File: src/rtl/core/cfvs_pkg.sv
`default_nettype none
// ----------------------------------------------------------------------------
// cfvs_pkg
// Shared types and constants of the command frame validator and splitter.
// ----------------------------------------------------------------------------
package cfvs_pkg;

	localparam int unsigned HeaderBytes  = 8;
	localparam int unsigned LengthBits   = 24;
	localparam int unsigned PosBits      = 25;
	localparam int unsigned SumBits      = 35;
	localparam int unsigned QueueDepth   = 4;
	localparam int unsigned QueuePtrBits = 2;
	localparam int unsigned QueueCntBits = 3;

	localparam logic [7:0]         FrameVersion = 8'd1;
	localparam logic [PosBits-1:0] PosMax       = {PosBits{1'b1}};
	localparam logic [10:0]        TotalSat     = 11'h7FF;

	// configuration register indexes
	localparam logic [0:0] RegMaxFrameBytes = 1'd0;
	localparam logic [0:0] RegDatabaseCount = 1'd1;

	typedef enum logic [3:0] {
		ST_OK          = 4'd0,
		ST_TOO_LARGE   = 4'd1,
		ST_BAD_MAGIC   = 4'd2,
		ST_BAD_VERSION = 4'd3,
		ST_BAD_DB      = 4'd4,
		ST_BAD_ARGC    = 4'd5,
		ST_SHORT_TABLE = 4'd6,
		ST_LEN_LARGE   = 4'd7,
		ST_SHORT_DATA  = 4'd8,
		ST_TRAILING    = 4'd9
	} status_t;

	// record handed from the parser to the result queue
	typedef struct packed {
		logic               pay_v;
		logic [7:0]         data;
		logic [9:0]         arg_idx;
		logic               arg_done;
		logic               st_v;
		logic [7:0]         db;
		logic [15:0]        argc;
		logic [PosBits-1:0] pos;
		status_t            ferr;
		logic [SumBits-1:0] sum;
	} rec_s1_t;

	typedef struct packed {
		logic       kind;
		logic [7:0] data;
		logic [9:0] arg_idx;
		logic       arg_done;
		status_t    code;
		logic [7:0] db;
		logic [10:0] total;
		logic       last;
	} res_item_t;

	function automatic logic [7:0] magic_byte(input logic [1:0] i);
		logic [7:0] m;
		case (i)
			2'd0:    m = 8'h4B;
			2'd1:    m = 8'h52;
			2'd2:    m = 8'h43;
			default: m = 8'h31;
		endcase
		return m;
	endfunction

endpackage
`default_nettype wire

File: src/rtl/core/cfvs_result_queue.sv
`default_nettype none
// ----------------------------------------------------------------------------
// cfvs_result_queue
// Frame status resolution and a small result queue toward the output port.
// ----------------------------------------------------------------------------
module cfvs_result_queue (
	input  wire logic               clk,
	input  wire logic               arst_n,
	input  wire cfvs_pkg::rec_s1_t  rec,
	input  wire logic               rec_valid,
	input  wire logic [23:0]        max_frame_bytes,
	output logic                    take,
	output logic                    out_valid,
	input  wire logic               out_stall,
	output cfvs_pkg::res_item_t     head
);
	import cfvs_pkg::*;

	res_item_t                q_q [QueueDepth];
	logic [QueuePtrBits-1:0]  wr_q, rd_q;
	logic [QueueCntBits-1:0]  cnt_q;
	logic [PosBits-1:0]       tab_end, payload;
	status_t                  code;
	res_item_t                pay_item, st_item;
	logic [10:0]              total;
	logic                     push, pop;
	logic [QueueCntBits-1:0]  push_n;

	assign tab_end = PosBits'(HeaderBytes) + {7'd0, rec.argc, 2'b00};
	assign payload = rec.pos - tab_end;
	assign total   = (rec.argc > 16'(TotalSat)) ? TotalSat : rec.argc[10:0];

	always_comb begin
		if (rec.pos > {1'b0, max_frame_bytes})
			code = ST_TOO_LARGE;
		else if (rec.pos < PosBits'(HeaderBytes) || rec.ferr == ST_BAD_MAGIC)
			code = ST_BAD_MAGIC;
		else if (rec.ferr == ST_BAD_VERSION || rec.ferr == ST_BAD_DB ||
				rec.ferr == ST_BAD_ARGC)
			code = rec.ferr;
		else if (rec.pos < tab_end)
			code = ST_SHORT_TABLE;
		else if (rec.ferr == ST_LEN_LARGE)
			code = ST_LEN_LARGE;
		else if (rec.sum > SumBits'(payload))
			code = ST_SHORT_DATA;
		else if (rec.sum < SumBits'(payload))
			code = ST_TRAILING;
		else
			code = ST_OK;
	end

	always_comb begin
		pay_item.kind     = 1'b0;
		pay_item.data     = rec.data;
		pay_item.arg_idx  = rec.arg_idx;
		pay_item.arg_done = rec.arg_done;
		pay_item.code     = ST_OK;
		pay_item.db       = rec.db;
		pay_item.total    = total;
		pay_item.last     = !rec.st_v;
		st_item.kind      = 1'b1;
		st_item.data      = '0;
		st_item.arg_idx   = '0;
		st_item.arg_done  = 1'b0;
		st_item.code      = code;
		st_item.db        = rec.db;
		st_item.total     = total;
		st_item.last      = 1'b1;
	end

	// room for two items keeps the parser moving while one is drained
	assign take      = (cnt_q <= QueueCntBits'(QueueDepth - 2));
	assign push      = rec_valid && take;
	assign push_n    = push ? QueueCntBits'({1'b0, rec.pay_v} + {1'b0, rec.st_v}) : '0;
	assign out_valid = (cnt_q != '0);
	assign pop       = out_valid && !out_stall;
	assign head      = q_q[rd_q];

	always_ff @(posedge clk) begin
		if (push) begin
			if (rec.pay_v) begin
				q_q[wr_q] <= pay_item;
				if (rec.st_v)
					q_q[wr_q + 1'b1] <= st_item;
			end else if (rec.st_v) begin
				q_q[wr_q] <= st_item;
			end
		end
	end

	always_ff @(posedge clk or negedge arst_n) begin
		if (!arst_n) begin
			wr_q  <= '0;
			rd_q  <= '0;
			cnt_q <= '0;
		end else begin
			wr_q  <= wr_q + QueuePtrBits'(push_n);
			if (pop)
				rd_q <= rd_q + 1'b1;
			cnt_q <= cnt_q + push_n - QueueCntBits'(pop);
		end
	end

endmodule
`default_nettype wire

File: config.mk
export PLATFORM = sky130hd
export DESIGN_NAME = cfvs_result_queue
export DESIGN_NICKNAME = d
export VERILOG_FILES = /design/src/rtl/core/cfvs_pkg.sv /design/src/rtl/core/cfvs_result_queue.sv
export SDC_FILE = /design/constraint.sdc
export NUM_CORES = 1
export LEC_CHECK = 0
export ABC_AREA = 1
export BUFFER_PORTS_ARGS = -buffer_cell sky130_fd_sc_hd__buf_2
export CAP_MARGIN = 20
export CORE_ASPECT_RATIO = 1.25
export CORE_UTILIZATION = 29
export DETAILED_ROUTE_END_ITERATION = 10
export PLACE_DENSITY_LB_ADDON = 0.1
export SLEW_MARGIN = 15
export SYNTH_ARGS = -nofsm -noshare
export SYNTH_HDL_FRONTEND = slang
export SYNTH_SLANG_ARGS = --single-unit
File: constraint.sdc
create_clock -name clk -period 2.4 [get_ports clk]
set_clock_uncertainty 0.05 [all_clocks]
set_input_delay 0.12 -clock clk [delete_from_list [all_inputs] [get_ports clk]]
set_output_delay 0.12 -clock clk [all_outputs]
set_load 0.02 [all_outputs]
After elaboration in Yosys (flattened, before gate mapping):

Memories as Yosys holds them, arrays and structs flattened.
Cells that the tools add are included.

* register bits after elaboration: 7
* memory bits (writable): 176
* input port bits: 137
* output and inout bits: 46
* logic and storage cells: 53
* memories kept: 1

Memories
* q_q: depth 4, bits a word 44, rd ports 1, clocked after memory_dff 0, wr ports 2, line cfvs_result_queue.sv:19 `res_item_t q_q [QueueDepth];`

* add/subtract/negate cells: 8
* magnitude comparators: 7
* equal/unequal tests: 5
* mux-type cells: 20
* bitwise operators: 1
* reduce and logical (&&, ||, !) cells: 8

Operator list (count)
* $mux 44: 1
* $gt 35x25->1: 1
* $lt 35x25->1: 1
* $mux 4: 7
* $gt 25x24->1: 1
* $lt 25x19->1: 1
* $lt 25x4->1 const B: 1
* $sub 25x19->25: 1
* $add 4x18->19 const A: 1
* $gt 16x11->1 const B: 1
* $eq 4x3->1 const B: 3
* $mux 11: 1
* $mux 1: 10
* $eq 4x2->1 const B: 2
* $add 2x1->2 const B: 2
* $add 3x2->3: 1
* $le 3x2->1 const B: 1
* $logic_or 1x1->1: 3
* $reduce_bool 3->1: 1
* $sub 3x1->3: 1
* $add 1x1->2: 1
* $add 2x2->2: 1
* $logic_and 1x1->1: 2
* $logic_not 1->1: 2
* 2 further kinds: 2

Longest topological paths before layout:

Gate-level depths: netlist of the first run.

* depth in word-level cells: 11
* depth in mapped cells: 30
* mapped depth without buffers: 30

Worst setup path after synthesis of the first run:

Ideal clock, no wire load.

* path kind: input to register
* start: input port rec[65] in the netlist's numbering
* end: memory q_q[0][20] in the netlist's numbering, data pin
* library setup time: 0.270 ns
* arrival time: 3.546 ns
* data required time: 2.080 ns
* path slack: -1.466 ns
* cell stages on the path: 23
* path buffers: 0
* path through: ha_1 -> nand3_1 -> nor4_1 -> nand3_1 -> nor2_1 -> nand2_1 -> xor2_1 -> ha_1 -> a21oi_1 -> o21a_1 -> o21ai_0 -> a21oi_1 -> o211ai_1 -> xor2_1 -> ha_1 -> nand3_1 -> or2_2 -> o21ai_0 -> nand3_1 -> nand3_1 -> nand2_1 -> nand2_1 -> a21oi_1

RTL lines
* from (decl): line cfvs_result_queue.sv:9 `input wire cfvs_pkg::rec_s1_t rec,`
* to (decl): line cfvs_result_queue.sv:19

==> results of run 1 <==
==> routing by layer <==
| metal | part of all wire | track usage | up-vias | wire [microns] |
|---|---|---|---|---|
| met5 | 0.00065 | 0 | - | 22 |
| met4 | 0.017 | 0.0533 | 4 | 563 |
| met3 | 0.043 | 0.0343 | 34 | 1470 |
| met2 | 0.51 | 0.345 | 218 | 17200 |
| met1 | 0.43 | 0.222 | 4587 | 14500 |
| li1 | - | - | 5016 | - |
==> worst register-to-register path: cells and delay by family, from the launching register on <==
| kind | cells | cell delay, ns |
|---|---|---|
| AO/OA/AOI/OAI | 1 | 0.18 |
| XOR/XNOR | 2 | 0.35 |
| adder cells (fa/ha/maj) | 2 | 0.75 |
| buffers and inverters | 2 | 0.22 |
| flip-flops | 1 | 0.41 |
| AND/OR/NAND/NOR | 2 | 0.19 |
==> flip-flops by register name (all words and copies together), names as in the netlist <==
signal,cells
cnt_q,3
q_q,176
rd_q,2
wr_q,2
==> synth_stat cells, types with 3 or more instances <==
cell type / number
clkbuf_1: 36
ha_1: 73
nand3_1: 25
buf_2: 21
inv_1: 105
nand4_1: 16
xnor2_1: 8
nor2_1: 248
a21o_1: 5
nor4_1: 6
nor3_1: 13
o21a_1: 4
a211oi_1: 12
nand2_1: 126
o22ai_1: 43
o21ai_2: 3
o21ai_1: 8
dfxtp_1: 84
a21oi_1: 111
nor2_2: 4
o21ai_0: 165
xor2_1: 31
edfxtp_1: 92
dfrtp_1: 7
inv_2: 4
==> report_power, final <==
part | switching (uW) | internal (uW)
sequential | 420 | 4310
combinational | 4100 | 2380
clock | 1220 | 1440
==> through the flow <==
step,hold slack (ns),power [uW],cells,util
after floorplan,-0.226,8750,1273,-
after global routing,0.0489,14900,2087,0.397
final,0.0556,13900,2089,0.397
after global placement,-0.0769,11200,2009,0.364
after CTS,0.0257,14000,2079,0.393
after detailed placement,-0.0790,11300,2009,0.364
==> kinds of logic (layout without fill, tap and decap cells) <==
family                   Yosys count  in the layout  share of synthesized area
buffers and inverters            170            509                     0.0641
flip-flops                       183            183                      0.446
adder cells (fa/ha/maj)           75             75                     0.0920
AO/OA/AOI/OAI                    359            359                      0.187
XOR/XNOR                          39             39                     0.0330
other                              0              3                          0
AND/OR/NAND/NOR                  447            447                      0.178
==> repair_timing <==
action                                  4_1_cts  5_1_grt
buffers inserted                             10        7
hold endpoints to repair                    112        0
hold buffers                                 30        0
resized for setup                            26       24
endpoints found under the setup margin       16       17
pin swaps                                    20       39
==> worst paths after layout <==
path	to	slack, ns	depth (start not counted)
max	q_q[2][20]	-1.34	27
min	q_q[0][12]	0.06	3
max reg2reg	cnt_q[2]	0.16	9
min reg2reg	q_q[2][43]	0.40	2
max in group asynchronous	wr_q[1]	0.91	4
min in group asynchronous	rd_q[0]	0.49	3
==> area by class of cell <==
type / count / area [sq um]
antenna: 3 / 7.51
sequential: 183 / 4620
inverter: 111 / 417
fill: 3770 / 21300
timing repair buffer: 367 / 2550
multi-input combinational: 920 / 5270
clock inverter: 11 / 71.3
clock buffer: 20 / 479
tap: 474 / 593
==> impl_results.md, run 1 <==
- Horiz. Die Dim: 171 microns
- Num CTS Buffers: 17
- DRC Markers: 0
- Synth cell types: 40
- Via density: 4.72
- Htree depth: 4
- CTS tree: built
- Final-report max-slew violation count: 0
- Achievable frequency: 267 MHz
- Ys async rst share: 0.0383
- Failing checks: negative setup slack
- Worst r2r src: cnt_q[1]
- Peak VDD IR: 541 uV
- LEAKAGE: 0.00642 uW
- Hold path start: rec[80]
- Data required time of the critical path: 2.50 ns
- Crit end category: flip-flop
- CP Buf/Inv Count: 3
- Avg Inst Size Synth: 8.14 sq um
- Most used DFF post-synth: edfxtp_1
- Final count of hold timing violations: 0
- Number of max-cap violations: 0
- Nets: 1812
- Vias in the first global route: 9908
- Mapped cell area: 10400 sq um
- Share of cells above drive strength 1: 0.266
- Total Wirelength: 33.7 mm
- Critical path's slowest cell: ha_1
- Crit path kind: input pin to flip-flop
- Starting Density: 0.294
- Global-route wire length before repair: 52.2 mm
- TritonCTS Sinks: 183
- Most frequent cells in the layout: nor2_1 (241), buf_2 (179), o21ai_0 (160)
- Worst path top cell family by delay: simple AND/OR/NAND/NOR gates
- Largest stage delay, worst path: 0.34 ns
- Max Root-Sink Buffers: 2
- Synth area leader: edfxtp_1
- Area delta synth->final: 35.2%
- Status: complete, but fails checks
- IO buf count: 182
- Pre-CTS setup slack: -1.88 ns
- Mapped Cells: 1273
- Min-Delay Path Class: input pin to flip-flop
- Top cells by area, synth: edfxtp_1 (27%), dfxtp_1 (16%), nor2_1 (9.0%)
- Largest net degree at the start of global routing: 90
- Standard-cell rows: 77
- Number of synthesized flops with an enable pin: 92
- Height of the die: 213 microns
- Unrepaired setup endpoints after global routing: yes
- Antenna Nets Post-Route: 0
- Fin crit share: 1.56
- Worst skew pair latency: 0.43 ns
- Initial antenna violation count: 4
- Routability cong.: 0.823
- Via count: 9859
- Critical-path maximum fanout: 4
- Synth top area share: 0.267
- Routed len/inst: 16.2 microns
- Initial DRC count: 470
- Dpl cell area: 12900 sq um
- Drt pass-1 iters: 5
- Clock-pin slew on the worst setup and hold paths: 0.06 ns
- Overflow after GRT: 0
- Fin area: 14000 sq um
- PwrDens: 991 nW/um^2
- Total Routing Usage GR: 0.188
- Slew @ Worst Pin: 0.680 ns
- Final setup vio count: 16
- Root Buffer: clkbuf_16
- Die ar.: 36500 sq um
- Final worst slack: -1.34 ns
- WP data arrival: 3.84 ns
- Syn. warnings: 0
- Max-slew headroom: 0.543
- Most frequent CP cell: nand2_2
- FF+latch count, synth: 183
- Fin crit period: 3.74 ns
- Core area: 35300 sq um
- Setup TNS: -19.71 ns
- IO Count: 183
- Seq/Total Area, Yosys: 0.446
- Hpwl dp: 24.1 mm
- Syn_nets: 1485
- Start point of the critical path: rec[65]
- Crit path launch type: input pin
- Commonest non-fill, non-tap cell in the layout: nor2_1
(Power assumes the default switching activity.)
==> run 2: changes to the inputs <==
- SKIP_CTS_REPAIR_TIMING: not set -> 1
==> run 2 against run 1 <==
  * The run ends with negative hold slack, negative setup slack left
  * Hold slack worse by 0.067 ns
  * Combinational power down 0.9%
  * Fmax down 1.1%
  * Register-to-register slack about the same
  * Via count down 0.72%
  * Count of clock-buffer cells in the layout unchanged
  * Largest cell class unchanged
==> impl_results.md, run 2 (same netlist as run 1, synthesis figures left out) <==
- IO buf count: 182 (unchanged)
- Worst skew pair latency: 0.43 ns (about the same)
- Fin area: 13800 sq um (was 14000 sq um)
- Fin crit period: 3.79 ns (was 3.74 ns)
- Initial antenna violation count: 4 (unchanged)
- CTS tree: built (unchanged)
- Core area: 35300 sq um (unchanged)
- Final-report max-slew violation count: 0 (unchanged)
- Crit path launch type: input pin (unchanged)
- Worst path top cell family by delay: simple AND/OR/NAND/NOR gates (unchanged)
- Worst path depth: 25 (was 27)
- Crit path kind: input pin to flip-flop (unchanged)
- Fin Hold WS: -0.0115 ns (was 0.0556 ns)
- Number of max-cap violations: 0 (unchanged)
- Global-route wire length before repair: 51.5 mm (was 52.2 mm)
- Achievable frequency: 264 MHz (was 267 MHz)
- Data required time of the critical path: 2.50 ns (about the same)
- Routability cong.: 0.823 (unchanged)
- Via density: 4.74 (was 4.72)
- Final worst slack: -1.39 ns (was -1.34 ns)
- IO Count: 183 (unchanged)
- Drt pass-1 iters: 4 (was 5)
- Min-Delay Path Class: input pin to flip-flop (unchanged)
- Register area: 4620 sq um (unchanged)
- Root Buffer: clkbuf_16 (unchanged)
- Fillers: 3778 (was 3770)
- Num CTS Buffers: 17 (unchanged)
- Hpwl dp: 24.1 mm (unchanged)
- Routed len/inst: 16.2 microns (about the same)
- Largest net degree at the start of global routing: 90 (unchanged)
- Failing checks: negative hold slack, negative setup slack (was negative setup slack)
- Final count of hold timing violations: 12 (was 0)
- Setup TNS: -14.39 ns (was -19.71 ns)
- Die ar.: 36500 sq um (unchanged)
- Htree depth: 4 (unchanged)
- Max reg flops: 176 (unchanged)
- Slew @ Worst Pin: 0.707 ns (was 0.680 ns)
- DRC Markers: 0 (unchanged)
- PwrDens: 1000 nW/um^2 (was 991 nW/um^2)
- Max Root-Sink Buffers: 2 (unchanged)
- Share of cells above drive strength 1: 0.271 (was 0.266)
- Total Wirelength: 33.4 mm (was 33.7 mm)
- Most frequent cells in the layout: nor2_1 (237), buf_2 (179), o21ai_0 (161) (was nor2_1 (241), buf_2 (179), o21ai_0 (160))
- Unrepaired setup endpoints after global routing: yes (unchanged)
- Commonest non-fill, non-tap cell in the layout: nor2_1 (unchanged)
- Overflow after GRT: 0 (unchanged)
- Horiz. Die Dim: 171 microns (unchanged)
- Overall Power: 13800 uW (was 13900 uW)
- Area delta synth->final: 33.4% (was 35.2%)
- Critical-path maximum fanout: 4 (unchanged)
- Pre-CTS setup slack: -1.88 ns (unchanged)
- Critical path's slowest cell: ha_1 (unchanged)
- Starting Density: 0.294 (unchanged)
- Largest Register: q_q (unchanged)
- Status: complete, but fails checks (unchanged)
- Biggest regs: q_q: 176 flops, cnt_q: 3 flops (unchanged)
- Peak VDD IR: 544 uV (was 541 uV)
- Nets: 1791 (was 1812)
- Max-slew headroom: 0.529 (was 0.543)
- Dpl cell area: 12900 sq um (unchanged)
- Clock-pin slew on the worst setup and hold paths: 0.07 ns (was 0.06 ns)
- Antenna Nets Post-Route: 0 (unchanged)
- Height of the die: 213 microns (unchanged)
- Via count: 9788 (was 9859)
- Total Routing Usage GR: 0.186 (was 0.188)
- LEAKAGE: 0.00633 uW (was 0.00642 uW)
- Worst hold path cell count: 3 (unchanged)
- Multi-input gate area: 5310 sq um (was 5270 sq um)
- TritonCTS Sinks: 183 (unchanged)
- Initial DRC count: 455 (was 470)
- WP data arrival: 3.89 ns (was 3.84 ns)
- Fin crit share: 1.58 (was 1.56)
- CP Buf/Inv Count: 2 (was 3)
- Reg2Reg Depth: 9 (unchanged)
- Crit end category: flip-flop (unchanged)
- Largest stage delay, worst path: 0.34 ns (about the same)
- Vias in the first global route: 9729 (was 9908)
- Final setup vio count: 16 (unchanged)
- Standard-cell rows: 77 (unchanged)
-- run 2: worst paths after layout --
kind	startpoint	end	slack [ns]
setup / recovery	rec[65]	q_q[3][20]	-1.39
max in group asynchronous	arst_n	rd_q[0]	2.12
setup reg to reg	cnt_q[0]	cnt_q[2]	0.16
min in group asynchronous	arst_n	cnt_q[1]	0
hold reg to reg	q_q[2][43]	q_q[2][43]	0.40
hold / removal	rec[86]	q_q[1][18]	-0.01
-- run 2: area by class of cell --
class / instances / area share
flip-flops and latches: 183 / 0.334
well taps: 474 / 0.0429
inverters: 111 / 0.0301
diodes: 2 / 0.000362
clock inverters: 11 / 0.00516
repair buffers: 346 / 0.168
multi-input cells: 920 / 0.384
clock buffers: 20 / 0.0347
-- run 2: power by group --
part           leakage, uW  switching [uW]  total (uW)  internal (uW)
Clock             0.000273            1230        2670           1440
Combinational      0.00439            4090        6420           2340
Sequential         0.00167             421        4730           4310
Total              0.00633            5730       13800           8090
-- run 2: per-layer routing --
metal	global-route usage	vias up	wire length, microns	part of all wire
li1	-	4972	-	-
met1	0.220	4563	14400	0.43
met3	0.0343	34	1440	0.043
met2	0.340	215	17000	0.51
met4	0.0520	4	571	0.017
met5	0	-	22	0.00066
-- run 2: worst min-delay path: stages --
cell and delay (ns):
buf_2 0.07, inv_1 0.07, nor2_1 0.10
-- run 2: per-stage QoR --
stage / std cells / utilization
after detailed placement: 2009 / 0.364
final: 2067 / 0.392
after floorplan: 1273 / -
after global routing: 2066 / 0.392
after global placement: 2009 / 0.364
after CTS: 2040 / 0.380
==> run 3: changes to the inputs <==
- ABC_AREA: 1 -> not set
==> run 3 against run 2 <==
  * The run ends with negative setup slack left
  * Non-clock buffer count unchanged
  * Worst setup slack better by 0.12 ns
  * Final area up 2.8%
  * Via count down 8.3%
  * Count of clock-buffer cells in the layout up 5
  * Sequential cell count unchanged
  * First-iteration DRC count down 29%
  * Die area up 0.57%
==> impl_results.md, run 3 <==
- Status: complete, but fails checks (unchanged)
- Failing checks: negative setup slack (was negative hold slack, negative setup slack)
- Share of cells above drive strength 1: 0.356 (was 0.271)
- Largest family of logic cells by synthesized area: simple AND/OR/NAND/NOR gates (was compound AO/OA/AOI/OAI gates)
- Num CTS Buffers: 17 (unchanged)
- Setup slack, reg-to-reg: 0.10 ns (was 0.16 ns)
- Number of max-cap violations: 0 (unchanged)
- IO Count: 183 (unchanged)
- Height of the die: 214 microns (was 213 microns)
- Min-Delay Path Class: input pin to asynchronous set/reset pin (was input pin to flip-flop)
- Crit path launch type: input pin (unchanged)
- Most frequent cells in the layout: nor2_1 (233), buf_2 (179), buf_4 (142) (was nor2_1 (237), buf_2 (179), o21ai_0 (161))
- IO buf count: 182 (unchanged)
- Htree depth: 4 (unchanged)
- Final count of hold timing violations: 0 (was 12)
- Peak VDD IR: 514 uV (was 544 uV)
- Data required time of the critical path: 2.60 ns (was 2.50 ns)
- Crit end category: flip-flop (unchanged)
- Fin Hold WS: 0.000148 ns (was -0.0115 ns)
- Post-Synth Adder-Cell Area: 0.0915 (was 0.0920)
- Slew @ Worst Pin: 0.979 ns (was 0.707 ns)
- Max-slew headroom: 0.342 (was 0.529)
- Most crowded layer after global routing: met2 (unchanged)
- Max Root-Sink Buffers: 2 (unchanged)
- Crit path kind: input pin to flip-flop (unchanged)
- DRC Markers: 0 (unchanged)
- Most instantiated library cell after synthesis: nor2_1 (unchanged)
- Routability cong.: 0.848 (was 0.823)
- WP data arrival: 3.87 ns (was 3.89 ns)
- Achievable frequency: 272 MHz (was 264 MHz)
- Xor/xnor cell area share of the yosys netlist: 0.0303 (was 0.0330)
- Initial DRC count: 324 (was 455)
- Area delta synth->final: 36.3% (was 33.4%)
- Core area: 35400 sq um (was 35300 sq um)
- Max reg flops: 176 (unchanged)
- Via count: 8976 (was 9788)
- TritonCTS Sinks: 183 (unchanged)
- Reg2Reg Depth: 9 (unchanged)
- Commonest cells post-synth: nor2_1 (240), a21oi_1 (113), edfxtp_1 (92) (was nor2_1 (248), o21ai_0 (165), nand2_1 (126))
- Largest net degree at the start of global routing: 42 (was 90)
- Commonest non-fill, non-tap cell in the layout: nor2_1 (unchanged)
- Setup TNS: -11.69 ns (was -14.39 ns)
- Final setup vio count: 16 (unchanged)
- Ys async rst share: 0.0383 (unchanged)
- Standard-cell rows: 77 (unchanged)
- Synth Area in Compound Gates: 0.115 (was 0.187)
- Met3 Track Usage GR: 0.0340 (was 0.0343)
- Largest Register: q_q (unchanged)
- LEAKAGE: 0.00605 uW (was 0.00633 uW)
- Overflow after GRT: 0 (unchanged)
- R2R Path End: cnt_q[2] (unchanged)
- Met1 usage: 0.221 (was 0.220)
- Total Routing Usage GR: 0.180 (was 0.186)
- Global-route wire length before repair: 49.7 mm (was 51.5 mm)
- Horiz. Die Dim: 172 microns (was 171 microns)
- Worst skew pair latency: 0.43 ns (about the same)
- Final worst slack: -1.27 ns (was -1.39 ns)
- Via density: 4.79 (was 4.74)
- Top cells by area, synth: edfxtp_1 (27%), dfxtp_1 (16%), mux4_2 (9.5%) (was edfxtp_1 (27%), dfxtp_1 (16%), nor2_1 (9.0%))
- PwrDens: 922 nW/um^2 (was 1000 nW/um^2)
- Drt pass-1 iters: 5 (was 4)
- FF+latch count, synth: 183 (unchanged)
- Synth top area share: 0.265 (was 0.267)
- Synth area leader: edfxtp_1 (unchanged)
- GR Util met2: 0.309 (was 0.340)
- Mapped Cells: 1070 (was 1273)
- Biggest regs: q_q: 176 flops, cnt_q: 3 flops (unchanged)
- Final-report max-slew violation count: 0 (unchanged)
- Most used DFF post-synth: edfxtp_1 (unchanged)
- Die ar.: 36700 sq um (was 36500 sq um)
- Hpwl dp: 23.7 mm (was 24.1 mm)
- Vias in the first global route: 9056 (was 9729)
- Unrepaired setup endpoints after global routing: yes (unchanged)
- Syn. warnings: 0 (unchanged)
- Mux cell area share after synthesis: 0.0951 (was 0)
- Overall Power: 13100 uW (was 13800 uW)
- Antenna Nets Post-Route: 0 (unchanged)
- Total Wirelength: 32.2 mm (was 33.4 mm)
- CTS tree: built (unchanged)
- Syn_nets: 1282 (was 1485)
- Routed len/inst: 17.2 microns (was 16.2 microns)
- Nets: 1599 (was 1791)
- Synth cell types: 65 (was 40)
- Mapped cell area: 10400 sq um (about the same)
- Clock-pin slew on the worst setup and hold paths: 0.07 ns (about the same)
- Seq/Total Area, Yosys: 0.443 (was 0.446)
- Critical-path maximum fanout: 4 (unchanged)
- Post-synthesis simple-gate area fraction: 0.190 (was 0.178)
- Initial antenna violation count: 0 (was 4)
- Root Buffer: clkbuf_16 (unchanged)
- Antenna Cells: 0 (was 2)
- Worst r2r src: cnt_q[1] (was cnt_q[0])
- Starting Density: 0.295 (was 0.294)
- Fin crit share: 1.53 (was 1.58)
- Number of synthesized flops with an enable pin: 92 (unchanged)
- Fin crit period: 3.67 ns (was 3.79 ns)
- Avg Inst Size Synth: 9.74 sq um (was 8.14 sq um)
==> run 3: cell types whose count changed after synthesis, moves of 16 or more <==
cell / before / now
buf_2: 21 / 5
o22ai_1: 43 / 1
nor2b_1: 0 / 41
inv_1: 105 / 48
mux4_2: 0 / 44
nand2_1: 126 / 60
o21ai_0: 165 / 27
==> run 3: stage by stage <==
stage	utilization	worst slack, ns	instance area [sq um]	instances
2_1_floorplan	-	-1.23	10500	1070
3_3_place_gp	0.369	-1.86	13100	1823
3_5_place_dp	0.369	-2.03	13100	1823
4_1_cts	0.386	-1.59	13600	1855
5_1_grt	0.402	-1.40	14200	1874
6_report	0.402	-1.27	14200	1874
==> run 3: layer usage <==
| metal | up-vias | wire length [microns] |
|---|---|---|
| li1 | 4457 | - |
| met1 | 4306 | 14100 |
| met2 | 183 | 16100 |
| met3 | 30 | 1200 |
| met4 | 0 | 826 |
| met5 | - | 0 |
==> run 3: where the power goes <==
group	internal (uW)	total [uW]	switching, uW	leakage (uW)
Clock	1580	2740	1160	0.000281
Combinational	2580	5620	3040	0.00418
Sequential	4230	4730	503	0.00159
==> run 3: cell type report <==
type / instances / area (sq um)
clock buffers: 25 / 509
clock inverters: 7 / 66.3
fillers: 3563 / 21200
inverters: 48 / 184
multi-input cells: 791 / 5910
flip-flops and latches: 183 / 4620
well taps: 474 / 593
repair buffers: 346 / 2320
==> run 3: worst max-delay path by stage <==
stage / from / to / slack [ns] / cells after the start
after floorplan: rec[70] / q_q[1][23] / -1.23 / 16
after global placement: rec[65] / q_q[1][23] / -1.86 / 22
after detailed placement: rec[65] / q_q[1][23] / -2.03 / 22
after CTS: rec[65] / q_q[1][23] / -1.59 / 22
after global routing: rec[67] / q_q[3][23] / -1.40 / 21
final: rec[67] / q_q[3][23] / -1.27 / 21
==> run 3: critical path: stages <==
cell and delay, ns:
buf_8 0.08, and3_4 0.21, nand3_4 0.11, nor2_4 0.12, nand3_2 0.10, xor2_2 0.21
ha_4 0.29, nand3_2 0.07, or2_4 0.24, o31a_4 0.30, nor3_4 0.21, buf_6 0.15
nor4_1 0.06, a2bb2oi_1 0.15, ha_1 0.20, a211oi_2 0.24, o21bai_2 0.10, a311o_1 0.33
o21ai_4 0.18, nand3_2 0.12, nor4_1 0.27
==> run 3: logic make-up after synthesis <==
family / after synthesis
and+or+nand+nor: 435
adders and majority gates: 75
muxes: 44
DFF: 183
buffers and inverters: 96
xor gates and xnor gates: 36
AOI/OAI and AO/OA: 201
